[config.mk]
export PLATFORM = sky130hd
export DESIGN_NAME = rc_channel_frame_decoder_core
export DESIGN_NICKNAME = d
export VERILOG_FILES = /design/src/rcfd_pkg.sv /design/src/rcfd_front.sv /design/src/rcfd_queue.sv /design/src/rcfd_back.sv /design/src/rc_channel_frame_decoder_core.sv
export SDC_FILE = /design/constraint.sdc
export NUM_CORES = 1
export LEC_CHECK = 0
export ABC_CLOCK_PERIOD_IN_PS = 9500
export BUFFER_PORTS_ARGS = -buffer_cell sky130_fd_sc_hd__buf_2
export CAP_MARGIN = 20
export CORE_AREA = 2 2 166 331
export CTS_CLUSTER_SIZE = 14
export DETAILED_ROUTE_END_ITERATION = 12
export DIE_AREA = 0 0 168 333
export PLACE_DENSITY = 0.74
export SYNTH_ARGS = -nofsm -noshare
export SYNTH_HDL_FRONTEND = slang
export SYNTH_SLANG_ARGS = --single-unit
[constraint.sdc]
create_clock -name clk -period 9.5 [get_ports clk]
set_input_delay 0.475 -clock clk [delete_from_list [all_inputs] [get_ports clk]]
set_output_delay 0.475 -clock clk [all_outputs]
set_load 0.01 [all_outputs]
[src/rcfd_pkg.sv]
`timescale 1ns / 1ps

package rcfd_pkg;

    // Frame geometry
    localparam int PAYLOAD_BYTES = 22;
    localparam int PAYLOAD_BITS  = PAYLOAD_BYTES * 8;
    localparam int CHANNEL_COUNT = 16;
    localparam int CHANNEL_BITS  = 11;
    localparam int CHANNEL_IDX_W = $clog2(CHANNEL_COUNT);

    // Byte positions inside a frame; position zero means hunting for sync.
    localparam logic [4:0] POS_HUNT      = 5'd0;
    localparam logic [4:0] POS_LENGTH    = 5'd1;
    localparam logic [4:0] POS_TYPE      = 5'd2;
    localparam logic [4:0] POS_PAYLOAD0  = 5'd3;
    localparam logic [4:0] POS_CRC       = 5'd25;

    localparam logic [7:0] GOOD_LENGTH   = 8'd24;

    // Configuration register indexes
    localparam logic [1:0] CFG_SYNC_VALUE = 2'd0;
    localparam logic [1:0] CFG_FRAME_KIND = 2'd1;
    localparam logic [1:0] CFG_CRC_POLY   = 2'd2;

    localparam logic [7:0] SYNC_RESET = 8'hC8;
    localparam logic [7:0] KIND_RESET = 8'd22;
    localparam logic [7:0] POLY_RESET = 8'hD5;

    // One finished frame handed from the front to the back.
    typedef struct packed {
        logic                    good;
        logic [PAYLOAD_BITS-1:0] payload;
    } frame_t;

    // Queue status seen by both sides.
    typedef struct packed {
        logic full;
        logic empty;
    } queue_status_t;

    // CRC-8, MSB first, one byte per call.
    function automatic logic [7:0] crc8_feed(input logic [7:0] crc,
                                             input logic [7:0] data,
                                             input logic [7:0] poly);
        logic [7:0] c;
        c = crc ^ data;
        for (int k = 0; k < 8; k++) begin
            c = c[7] ? ((c << 1) ^ poly) : (c << 1);
        end
        return c;
    endfunction

endpackage

[src/rcfd_front.sv]
`timescale 1ns / 1ps

module rcfd_front
    import rcfd_pkg::*;
(
    input  logic          clk,
    input  logic          rst_n,
    input  logic          cfg_we,
    input  logic [1:0]    cfg_index,
    input  logic [7:0]    cfg_data,
    input  logic [7:0]    rx_byte,
    input  logic          in_valid,
    output logic          in_stall,
    input  queue_status_t q_status,
    output logic          q_push,
    output frame_t        q_entry
);

    logic [7:0]              sync_reg;
    logic [7:0]              kind_reg;
    logic [7:0]              poly_reg;
    logic [4:0]              pos_reg;
    logic [7:0]              length_reg;
    logic [7:0]              type_reg;
    logic [7:0]              crc_reg;
    logic [PAYLOAD_BITS-1:0] payload_reg;

    logic       accept;
    logic [7:0] crc_next;
    logic       in_payload;

    // Only the CRC byte needs room in the queue.
    assign in_stall   = (pos_reg == POS_CRC) && q_status.full;
    assign accept     = in_valid && !in_stall;
    assign crc_next   = crc8_feed(crc_reg, rx_byte, poly_reg);
    assign in_payload = (pos_reg >= POS_PAYLOAD0) && (pos_reg < POS_CRC);

    // Frame judgment on the CRC byte.
    assign q_push          = accept && (pos_reg == POS_CRC);
    assign q_entry.good    = (type_reg == kind_reg) && (length_reg == GOOD_LENGTH)
                             && (crc_reg == rx_byte);
    assign q_entry.payload = payload_reg;

    // Configuration registers.
    always_ff @(posedge clk or negedge rst_n) begin
        if (!rst_n) begin
            sync_reg <= SYNC_RESET;
            kind_reg <= KIND_RESET;
            poly_reg <= POLY_RESET;
        end else if (cfg_we) begin
            unique case (cfg_index)
                CFG_SYNC_VALUE: sync_reg <= cfg_data;
                CFG_FRAME_KIND: kind_reg <= cfg_data;
                CFG_CRC_POLY:   poly_reg <= cfg_data;
                default: ;
            endcase
        end
    end

    // Frame position, header bytes and running CRC.
    always_ff @(posedge clk or negedge rst_n) begin
        if (!rst_n) begin
            pos_reg    <= POS_HUNT;
            length_reg <= 8'd0;
            type_reg   <= 8'd0;
            crc_reg    <= 8'd0;
        end else if (accept) begin
            if (pos_reg == POS_HUNT) begin
                if (rx_byte == sync_reg) begin
                    pos_reg <= POS_LENGTH;
                    crc_reg <= 8'd0;
                end
            end else if (pos_reg == POS_LENGTH) begin
                length_reg <= rx_byte;
                pos_reg    <= POS_TYPE;
            end else if (pos_reg == POS_TYPE) begin
                type_reg <= rx_byte;
                crc_reg  <= crc_next;
                pos_reg  <= POS_PAYLOAD0;
            end else if (in_payload) begin
                crc_reg <= crc_next;
                pos_reg <= pos_reg + 5'd1;
            end else begin
                pos_reg <= POS_HUNT;
            end
        end
    end

    // Payload shift line: the first payload byte ends at the low end.
    always_ff @(posedge clk) begin
        if (accept && in_payload) begin
            payload_reg <= {rx_byte, payload_reg[PAYLOAD_BITS-1:8]};
        end
    end

    a_pos_range: assert property (@(posedge clk) disable iff (!rst_n)
        pos_reg <= POS_CRC)
        else $error("frame position out of range");

    a_push_room: assert property (@(posedge clk) disable iff (!rst_n)
        q_push |-> !q_status.full)
        else $error("frame pushed into a full queue");

endmodule

[src/rcfd_queue.sv]
`timescale 1ns / 1ps

module rcfd_queue
    import rcfd_pkg::*;
(
    input  logic          clk,
    input  logic          rst_n,
    input  logic          push,
    input  frame_t        push_entry,
    input  logic          pop,
    output frame_t        head_entry,
    output queue_status_t status
);

    frame_t     entry_reg [2];
    logic       wr_ptr_reg;
    logic       rd_ptr_reg;
    logic [1:0] count_reg;

    assign status.full  = (count_reg == 2'd2);
    assign status.empty = (count_reg == 2'd0);
    assign head_entry   = entry_reg[rd_ptr_reg];

    // Pointers and fill count.
    always_ff @(posedge clk or negedge rst_n) begin
        if (!rst_n) begin
            wr_ptr_reg <= 1'b0;
            rd_ptr_reg <= 1'b0;
            count_reg  <= 2'd0;
        end else begin
            if (push) begin
                wr_ptr_reg <= !wr_ptr_reg;
            end
            if (pop) begin
                rd_ptr_reg <= !rd_ptr_reg;
            end
            if (push && !pop) begin
                count_reg <= count_reg + 2'd1;
            end else if (pop && !push) begin
                count_reg <= count_reg - 2'd1;
            end
        end
    end

    // Entry storage.
    always_ff @(posedge clk) begin
        if (push) begin
            entry_reg[wr_ptr_reg] <= push_entry;
        end
    end

    a_count_range: assert property (@(posedge clk) disable iff (!rst_n)
        count_reg <= 2'd2)
        else $error("queue count out of range");

    a_no_underflow: assert property (@(posedge clk) disable iff (!rst_n)
        pop |-> !status.empty)
        else $error("pop from an empty queue");

endmodule

[src/rcfd_back.sv]
`timescale 1ns / 1ps

module rcfd_back
    import rcfd_pkg::*;
(
    input  logic                     clk,
    input  logic                     rst_n,
    input  frame_t                   head_entry,
    input  queue_status_t            q_status,
    output logic                     q_pop,
    output logic                     out_valid,
    input  logic                     out_stall,
    output logic [CHANNEL_IDX_W-1:0] channel_index,
    output logic [CHANNEL_BITS-1:0]  channel_value,
    output logic                     link_status,
    output logic                     last
);

    logic                     busy_reg;
    logic                     good_reg;
    logic [PAYLOAD_BITS-1:0]  payload_reg;
    logic [CHANNEL_IDX_W-1:0] ch_reg;
    logic                     out_valid_reg;
    logic [CHANNEL_IDX_W-1:0] index_reg;
    logic [CHANNEL_BITS-1:0]  value_reg;
    logic                     status_reg;
    logic                     last_reg;

    logic advance;
    logic final_ch;

    assign q_pop    = !busy_reg && !q_status.empty;
    assign advance  = busy_reg && (!out_valid_reg || !out_stall);
    assign final_ch = (ch_reg == CHANNEL_IDX_W'(CHANNEL_COUNT - 1));

    assign out_valid     = out_valid_reg;
    assign channel_index = index_reg;
    assign channel_value = value_reg;
    assign link_status   = status_reg;
    assign last          = last_reg;

    // Frame sequencer: one result per cycle into the output register unless the output is stalled.
    always_ff @(posedge clk or negedge rst_n) begin
        if (!rst_n) begin
            busy_reg      <= 1'b0;
            good_reg      <= 1'b0;
            ch_reg        <= '0;
            out_valid_reg <= 1'b0;
        end else begin
            if (q_pop) begin
                busy_reg <= 1'b1;
                good_reg <= head_entry.good;
                ch_reg   <= '0;
            end else if (advance) begin
                ch_reg <= ch_reg + 1'b1;
                if (!good_reg || final_ch) begin
                    busy_reg <= 1'b0;
                end
            end
            if (advance) begin
                out_valid_reg <= 1'b1;
            end else if (!out_stall) begin
                out_valid_reg <= 1'b0;
            end
        end
    end

    // Payload and result fields; channels leave from the low end, 11 bits a step.
    always_ff @(posedge clk) begin
        if (q_pop) begin
            payload_reg <= head_entry.payload;
        end else if (advance) begin
            payload_reg <= payload_reg >> CHANNEL_BITS;
        end
        if (advance) begin
            if (good_reg) begin
                index_reg  <= ch_reg;
                value_reg  <= payload_reg[CHANNEL_BITS-1:0];
                status_reg <= 1'b0;
                last_reg   <= final_ch;
            end else begin
                index_reg  <= '0;
                value_reg  <= '0;
                status_reg <= 1'b1;
                last_reg   <= 1'b1;
            end
        end
    end

    a_failsafe_form: assert property (@(posedge clk) disable iff (!rst_n)
        out_valid_reg && status_reg |-> last_reg && (index_reg == '0) && (value_reg == '0))
        else $error("failsafe result malformed");

    a_last_index: assert property (@(posedge clk) disable iff (!rst_n)
        out_valid_reg && !status_reg |->
            (last_reg == (index_reg == CHANNEL_IDX_W'(CHANNEL_COUNT - 1))))
        else $error("last flag does not match final channel");

endmodule

[src/rc_channel_frame_decoder_core.sv]
`timescale 1ns / 1ps
// The CRC byte pushes its frame into the queue; the sequencer pops it and then registers the first result.
// Throughput: one byte per cycle while in_stall is low; a frame drains one result per cycle
// (16 or 1 results) while out_stall is low, once it has been taken from the queue.
// A two-entry frame queue sits between the byte front and the result sequencer;
// input stalls only on a CRC byte while that queue is full.
// Reset (asynchronous, active low) returns to sync hunting and restores register defaults.

module rc_channel_frame_decoder_core
    import rcfd_pkg::*;
(
    input  logic                     clk,
    input  logic                     rst_n,
    input  logic                     cfg_we,
    input  logic [1:0]               cfg_index,
    input  logic [7:0]               cfg_data,
    input  logic                     in_valid,
    output logic                     in_stall,
    input  logic [7:0]               rx_byte,
    output logic                     out_valid,
    input  logic                     out_stall,
    output logic [CHANNEL_IDX_W-1:0] channel_index,
    output logic [CHANNEL_BITS-1:0]  channel_value,
    output logic                     link_status,
    output logic                     last
);

    queue_status_t q_status;
    logic          q_push;
    logic          q_pop;
    frame_t        q_entry;
    frame_t        head_entry;

    // Byte front: hunting, header capture, CRC and payload collection.
    rcfd_front u_front (
        .clk       (clk),
        .rst_n     (rst_n),
        .cfg_we    (cfg_we),
        .cfg_index (cfg_index),
        .cfg_data  (cfg_data),
        .rx_byte   (rx_byte),
        .in_valid  (in_valid),
        .in_stall  (in_stall),
        .q_status  (q_status),
        .q_push    (q_push),
        .q_entry   (q_entry)
    );

    // Frame queue between front and back.
    rcfd_queue u_queue (
        .clk        (clk),
        .rst_n      (rst_n),
        .push       (q_push),
        .push_entry (q_entry),
        .pop        (q_pop),
        .head_entry (head_entry),
        .status     (q_status)
    );

    // Result sequencer: channel unpacking or failsafe.
    rcfd_back u_back (
        .clk           (clk),
        .rst_n         (rst_n),
        .head_entry    (head_entry),
        .q_status      (q_status),
        .q_pop         (q_pop),
        .out_valid     (out_valid),
        .out_stall     (out_stall),
        .channel_index (channel_index),
        .channel_value (channel_value),
        .link_status   (link_status),
        .last          (last)
    );

endmodule
# ---- Yosys cells after proc, flatten, opt, wreduce, memory -nomap -nowiden
# Memory sizes are Yosys's and may differ from the RTL's.
# Index checks and enable logic that the tools add are counted.
dict set report op_classes {
  addsub 4
  magnitude_cmp 2
  eq_ne 14
  muxes 32
  bitwise_logic 11
  n_reduce_logical 38
}
# cell count
set op_table {}
lappend op_table {{176-bit 2-to-1 mux} 2}
lappend op_table {{8-bit 2-to-1 mux} 13}
lappend op_table {{8-bit bitwise XOR} 9}
lappend op_table {{5-bit 2-to-1 mux} 5}
lappend op_table {{8-bit equality test} 3}
lappend op_table {{1-bit logical AND} 11}
lappend op_table {{1-bit logical NOT} 10}
lappend op_table {{2-bit AND reduction} 5}
lappend op_table {{8-bit by 5-bit equality test with 1-bit output, second input constant} 1}
lappend op_table {{1-bit 2-to-1 mux} 8}
lappend op_table {{4-bit 2-to-1 mux} 2}
lappend op_table {{4-bit AND reduction} 2}
lappend op_table {{2-bit nonzero test} 3}
lappend op_table {{5-bit by 1-bit adder with 5-bit output, second input constant} 1}
lappend op_table {{5-bit by 1-bit equality test with 1-bit output, second input constant} 1}
lappend op_table {{5-bit by 2-bit equality test with 1-bit output, second input constant} 1}
lappend op_table {{5-bit equality test, second input constant} 1}
lappend op_table {{5-bit by 2-bit >= comparator with 1-bit output, second input constant} 1}
lappend op_table {{5-bit logical NOT} 1}
lappend op_table {{5-bit < comparator, second input constant} 1}
lappend op_table {{4-bit by 1-bit adder with 4-bit output, second input constant} 1}
lappend op_table {{2-bit equality test, second input constant} 2}
lappend op_table {{4-bit equality test, second input constant} 1}
lappend op_table {{2-bit logical NOT} 2}
lappend op_table {{10 further kinds} 14}
dict set report totals {
  ff_bits 433
  ramBits 354
  input_bits 23
  word_cells 122
  memories 1
}
# name words word_bits read_ports rd_ports_with_merged_regs wr line
set memory_table {}
lappend memory_table {u_queue.entry_reg 2 177 1 0 1 rcfd_queue.sv:15} ;# frame_t entry_reg [2];

# ---- Logic depth before layout (Yosys ltp)
dict set report logic_depth {
  ltp_word 21
  mapped_depth 13
  mapped_depth_nobuf 12
}

# ---- Modules after synthesis
# From an unflattened synthesis, not the netlist that was laid out.
dict set report hier_totals {
  hier_cells 1937
  hier_area_um2 31037.3
}
# mod n_inst cells_per_inst area_each_um2 seq_area_each_um2
set by_module_without_submodules {}
lappend by_module_without_submodules {rcfd_queue 1 567 13382.8 10730.3}
lappend by_module_without_submodules {rcfd_front 1 584 9246.4 6625.1}
lappend by_module_without_submodules {rcfd_back 1 786 8408.1 5970.7}

# ---- Worst setup path after synthesis
# Ideal clock, no wire load.
dict set report synth_path {
  path_type {flip-flop to flip-flop}
  from {register u_front.pos_reg[1]}
  to {memory u_queue.entry_reg[0][0] in the netlist's numbering, enable pin}
  setup_time_ns 0.717
  t_arrival_ns 8.633
  setup_slack_ns 0.149
  path_stages_with_launch 8
  path_buffers 0
  period_less_slack_ns 9.351
  cell_sequence {dfrtp_1 inv_1 ha_1 nand2_1 nor4_1 nor2b_1 nand3_1 nor2_1}
}
dict set report synth_between {
  elab_chain_cells 7
}
# item line
set synth_lines {}
lappend synth_lines {{start: declaration} rcfd_front.sv:22} ;# logic [4:0] pos_reg;
lappend synth_lines {{start signal: assignment} rcfd_front.sv:82} ;# pos_reg <= pos_reg + 5'd1;
lappend synth_lines {{5-bit equality test} rcfd_front.sv:33} ;# assign in_stall = (pos_reg == POS_CRC) && q_status.full;
lappend synth_lines {{1-bit logical AND} rcfd_front.sv:33}
lappend synth_lines {{via in_stall} rc_channel_frame_decoder_core.sv:18} ;# output logic in_stall,
lappend synth_lines {{1-bit logical NOT} rcfd_front.sv:34} ;# assign accept = in_valid && !in_stall;
lappend synth_lines {{1-bit logical AND} rcfd_front.sv:34}
lappend synth_lines {{1-bit logical AND} rcfd_front.sv:39} ;# assign q_push = accept && (pos_reg == POS_CRC);
lappend synth_lines {{1-bit 2-to-1 mux} rcfd_queue.sv:47} ;# if (push) begin
lappend synth_lines {{1-bit 2-to-1 mux (not written as such)} rcfd_queue.sv:48} ;# entry_reg[wr_ptr_reg] <= push_entry;
lappend synth_lines {{end: declaration} rcfd_queue.sv:15}
# The timed path passes the listed nets, and every way through them passes these cells.

# ---- Worst setup path in the final report
dict set report layout_path {
  from {register u_front.poly_reg[7]}
  to {register u_front.crc_reg[7]}
}
dict set report layout_between {
  elab_chain_cells 19
  elab_cells_between_ends 20
  cone_classes {mux (12); bitwise (8)}
}
# item line
set layout_lines {}
lappend layout_lines {{start: declaration} rcfd_front.sv:21} ;# logic [7:0] poly_reg;
lappend layout_lines {{start signal: assignment} rcfd_front.sv:54} ;# CFG_CRC_POLY: poly_reg <= cfg_data;
lappend layout_lines {{8-bit bitwise XOR} rcfd_pkg.sv:49} ;# c = c[7] ? ((c << 1) ^ poly) : (c << 1);
lappend layout_lines {{8-bit 2-to-1 mux (2 in series)} rcfd_pkg.sv:49}
lappend layout_lines {{8-bit bitwise XOR} rcfd_pkg.sv:49}
lappend layout_lines {{8-bit 2-to-1 mux} rcfd_pkg.sv:49}
lappend layout_lines {{8-bit bitwise XOR} rcfd_pkg.sv:49}
lappend layout_lines {{8-bit 2-to-1 mux} rcfd_pkg.sv:49}
lappend layout_lines {{8-bit bitwise XOR} rcfd_pkg.sv:49}
lappend layout_lines {{8-bit 2-to-1 mux} rcfd_pkg.sv:49}
lappend layout_lines {{[2 not listed]} n/a}
lappend layout_lines {{8-bit bitwise XOR} rcfd_pkg.sv:49}
lappend layout_lines {{8-bit 2-to-1 mux} rcfd_pkg.sv:49}
lappend layout_lines {{8-bit bitwise XOR} rcfd_pkg.sv:49}
lappend layout_lines {{8-bit 2-to-1 mux (*)} rcfd_pkg.sv:49}
lappend layout_lines {{8-bit 2-to-1 mux} rcfd_front.sv:80} ;# end else if (in_payload) begin
lappend layout_lines {{8-bit 2-to-1 mux (*)} rcfd_front.sv:76} ;# end else if (pos_reg == POS_TYPE) begin
lappend layout_lines {{8-bit 2-to-1 mux (*)} rcfd_front.sv:73} ;# end else if (pos_reg == POS_LENGTH) begin
lappend layout_lines {{8-bit 2-to-1 mux (*)} rcfd_front.sv:68} ;# if (pos_reg == POS_HUNT) begin
lappend layout_lines {{end signal: assignment} rcfd_front.sv:78} ;# crc_reg <= crc_next;
lappend layout_lines {{end signal: assignment} rcfd_front.sv:81} ;# crc_reg <= crc_next;
lappend layout_lines {{end: declaration} rcfd_front.sv:25} ;# logic [7:0] crc_reg;
# Every way passes the cells marked *; elsewhere a longest branch is shown, timed or not. The select of a mux whose other input is x is not followed.
# A chain may end at the register's enable or synchronous reset.

==> impl_metrics.json <==
{
  "routed_wl_um": 53500,
  "switchingPower_mw": 3.63,
  "hold_class": "in2async",
  "antenna_found_initial": 0,
  "postSynthAreaPerCell_um2": 16.9,
  "synthFlopType": "edfxtp_1",
  "avgViaCountPerCell": 5.70,
  "root_buffer": "clkbuf_16",
  "via_count": 14300,
  "yosysWarnings": 0,
  "crit_path_start_kind": "flop",
  "synth_compound_area_share_pct": 4.85,
  "seqCellArea_mm2": 0.0233,
  "p_seq_share_pct": 47.6,
  "multi_input_area_mm2": 0.00610,
  "dp_hpwl_um": 31300,
  "synthMuxAreaShare_pct": 7.76,
  "power.total_mw": 11.4,
  "finalHoldViolCount": 0,
  "ys_seq_area_share_pct": 78.4,
  "drc": 0,
  "dr_wl_met3_um": 1690,
  "num-fill-cells": 3747,
  "status": "finished clean",
  "max_freq_mhz": 212,
  "synthSimpleGateAreaFrac_pct": 4.90,
  "final_antenna_net_count": 0,
  "placedCellCount": 2411,
  "cts_buffers": 69,
  "synth_top_family_by_area": "multiplexers",
  "wl_met2_um": 30700,
  "clock_skew_ns": 0.0332,
  "period_needed_ns": 4.71,
  "pre_cts_ws_ns": 4.46,
  "setup_viol": 0,
  "netlist_area_mm2": 0.0297,
  "p_per_area_mw_per_mm2": 348,
  "ir_drop_uv": 240,
  "p_clk_share_pct": 22.9,
  "core_area_mm2": 0.0533,
  "hold_buffers": 0,
  "syn_nets": 1794,
  "fin_area_mm2": 0.0327,
  "grt_use_total_pct": 19.5,
  "max-clock-path-buffers": 3,
  "synth_cells": 1765,
  "detail_route.first_pass.iterations": 5,
  "largest_register_ffs": 354,
  "gp_congestion": 0.771,
  "die_y_um": 333,
  "cts_tree": "done",
  "final_cells": 2517,
  "p_leak_nw": 11.6,
  "die_w_um": 168,
  "power.internal_mw": 7.74,
  "cts_resized": 0,
  "drt_iter0_drc": 1136,
  "htree_levels": 3,
  "synth-adder-area-share_pct": 0.252,
  "path_clk_slew_ns": 0.06,
  "setup_slack_ns": 4.79,
  "slew_headroom_pct": 29.2,
  "critPathArrivalTime_ns": 5.18,
  "grt-ovfl-total": 0,
  "wl_per_cell_um": 21.2,
  "ys_async_sr_fraction_pct": 8.13,
  "ios": 42,
  "cp_max_fo": 31,
  "drv_slew": 0,
  "wl_met1_um": 19300,
  "clock_sinks": 787,
  "drv_cap": 0,
  "critical_path_class": "reg2reg",
  "start_util_pct": 55.8,
  "grt_max_degree": 150,
  "grt_pass1_wl_um": 84000,
  "ys_ff_latch": 787,
  "area_growth_pct": 9.98,
  "maxUsedRoutingLayer": "met4",
  "critical_path_required_ns": 9.97,
  "p_sw_share_pct": 31.9,
  "synth.distinct_cells": 64,
  "fin_nets": 1841,
  "finalSetupTns_ns": 0,
  "first_global_vias": 15300,
  "num_antenna_cells": 0,
  "drive_gt1_share_pct": 11.5,
  "synth_edf_count": 723,
  "cp-end-kind": "flop",
  "fin_crit_sh_pct": 49.6,
  "worst_pin_slew_ns": 1.06,
  "die_area_mm2": 0.0559,
  "insertion_delay_ns": 0.60,
  "p_comb_share_pct": 29.5,
  "cts_setup_buffers": 0,
  "placement.cell_area_mm2": 0.0307,
  "synth_xor_area_share_pct": 2.69,
  "num_rows": 120,
  "rsz0062_at_grt": "false",
  "io_buffers": 41
}
synthesized netlist by cell type (3+ instances only):
library cell,number,area (µm²)
xnor3_1,5,113
dfrtp_1,53,1330
nand2_1,215,807
a22o_1,8,70.1
and2_1,18,113
nor3_1,9,45.0
a21oi_1,16,80.1
ha_1,6,75.1
clkbuf_1,65,244
nand4_1,7,43.8
xnor2_1,45,394
a21boi_0,4,30.0
xor2_1,28,245
nor4_1,9,56.3
or2_2,3,18.8
edfxtp_1,723,21700
o211ai_1,5,37.5
nand3_1,13,65.1
nand2b_1,4,25.0
mux2_2,41,462
nor2_1,32,120
mux2i_1,183,1830
dfstp_2,11,289
inv_1,12,45.0
o21ai_0,185,926
buf_1,9,33.8
and3_1,5,31.3
cell usage in the layout (no fill, tap or decap), types with 10 or more instances in the layout:
cell type	synthesis	final
dfrtp_1	53	52
and2_1	18	16
nand3_1	13	13
a21oi_1	16	16
xor2_1	28	28
clkbuf_1	65	17
nor2_1	32	31
mux2_2	41	41
clkbuf_16	0	73
edfxtp_1	723	723
xnor2_1	45	45
nand2_1	215	215
mux2i_1	183	183
o21ai_0	185	185
dfstp_2	11	11
inv_1	12	10
buf_2	2	41
power groups by stage:
stage,sequential (mW),clock [mW],combinational (mW)
after floorplan,5.35,0,2.64
after global placement,5.45,0,3.37
after detailed placement,5.48,0,3.42
after CTS,5.42,2.66,3.43
after global routing,5.49,2.78,3.72
final,5.41,2.60,3.36
critical path: stages, from the launching register on:
cell and delay, ns:
dfstp_2 0.90, inv_1 0.47, o21ai_1 0.49, nand4_1 0.19
o211ai_1 0.17, o211a_2 0.30, mux2i_2 0.39, a311oi_4 0.11
o31a_1 0.41, a311oi_4 0.46, a21oi_2 0.11, xnor3_1 0.37
a22o_1 0.21
layer usage:
layer  global-route usage (%)  up-vias
met5                        0        -
met2                     37.8      281
met1                     21.2     7254
li1                         -     6719
met4                     7.96        0
met3                     2.58       84
logic make-up after synthesis:
kind of cell,after synthesis
muxes,225
DFF,787
buffers and inverters,88
adders and majority gates,6
and+or+nand+nor,331
xor gates and xnor gates,81
AOI/OAI and AO/OA,247
cell type report:
class,count,share of cell area (%)
inverter,12,0.176
multi-input combinational,890,18.6
timing repair buffer,52,1.03
tap,671,2.57
sequential,787,71.3
clock buffer,91,5.82
clock inverter,14,0.448
path summary, 6_finish.rpt:
| kind | end | slack, ns | from | cells after the start |
|---|---|---|---|---|
| min in group clk | u_back.out_valid | 0.10 | out_stall | 3 |
| worst min-delay path | u_front.kind_reg[6] | 0.07 | rst_n | 2 |
| max in group asynchronous | u_queue.rd_ptr_reg | 8.82 | rst_n | 2 |
| worst min register to register | u_queue.entry_reg[1][1] | 0.45 | u_front.payload_reg[1] | 0 |
| worst max-delay path | u_front.crc_reg[7] | 4.79 | u_front.poly_reg[7] | 12 |
| worst max register to register | u_front.crc_reg[7] | 4.79 | u_front.poly_reg[7] | 12 |
through the flow:
stage                     hold WS, ns  util [%]
after CTS                      0.0674      61.4
after detailed placement        0.436      57.5
after global routing            0.120      61.4
after floorplan                 0.179         -
final                          0.0672      61.4
after global placement          0.426      57.5
(Power assumes the default switching activity.)
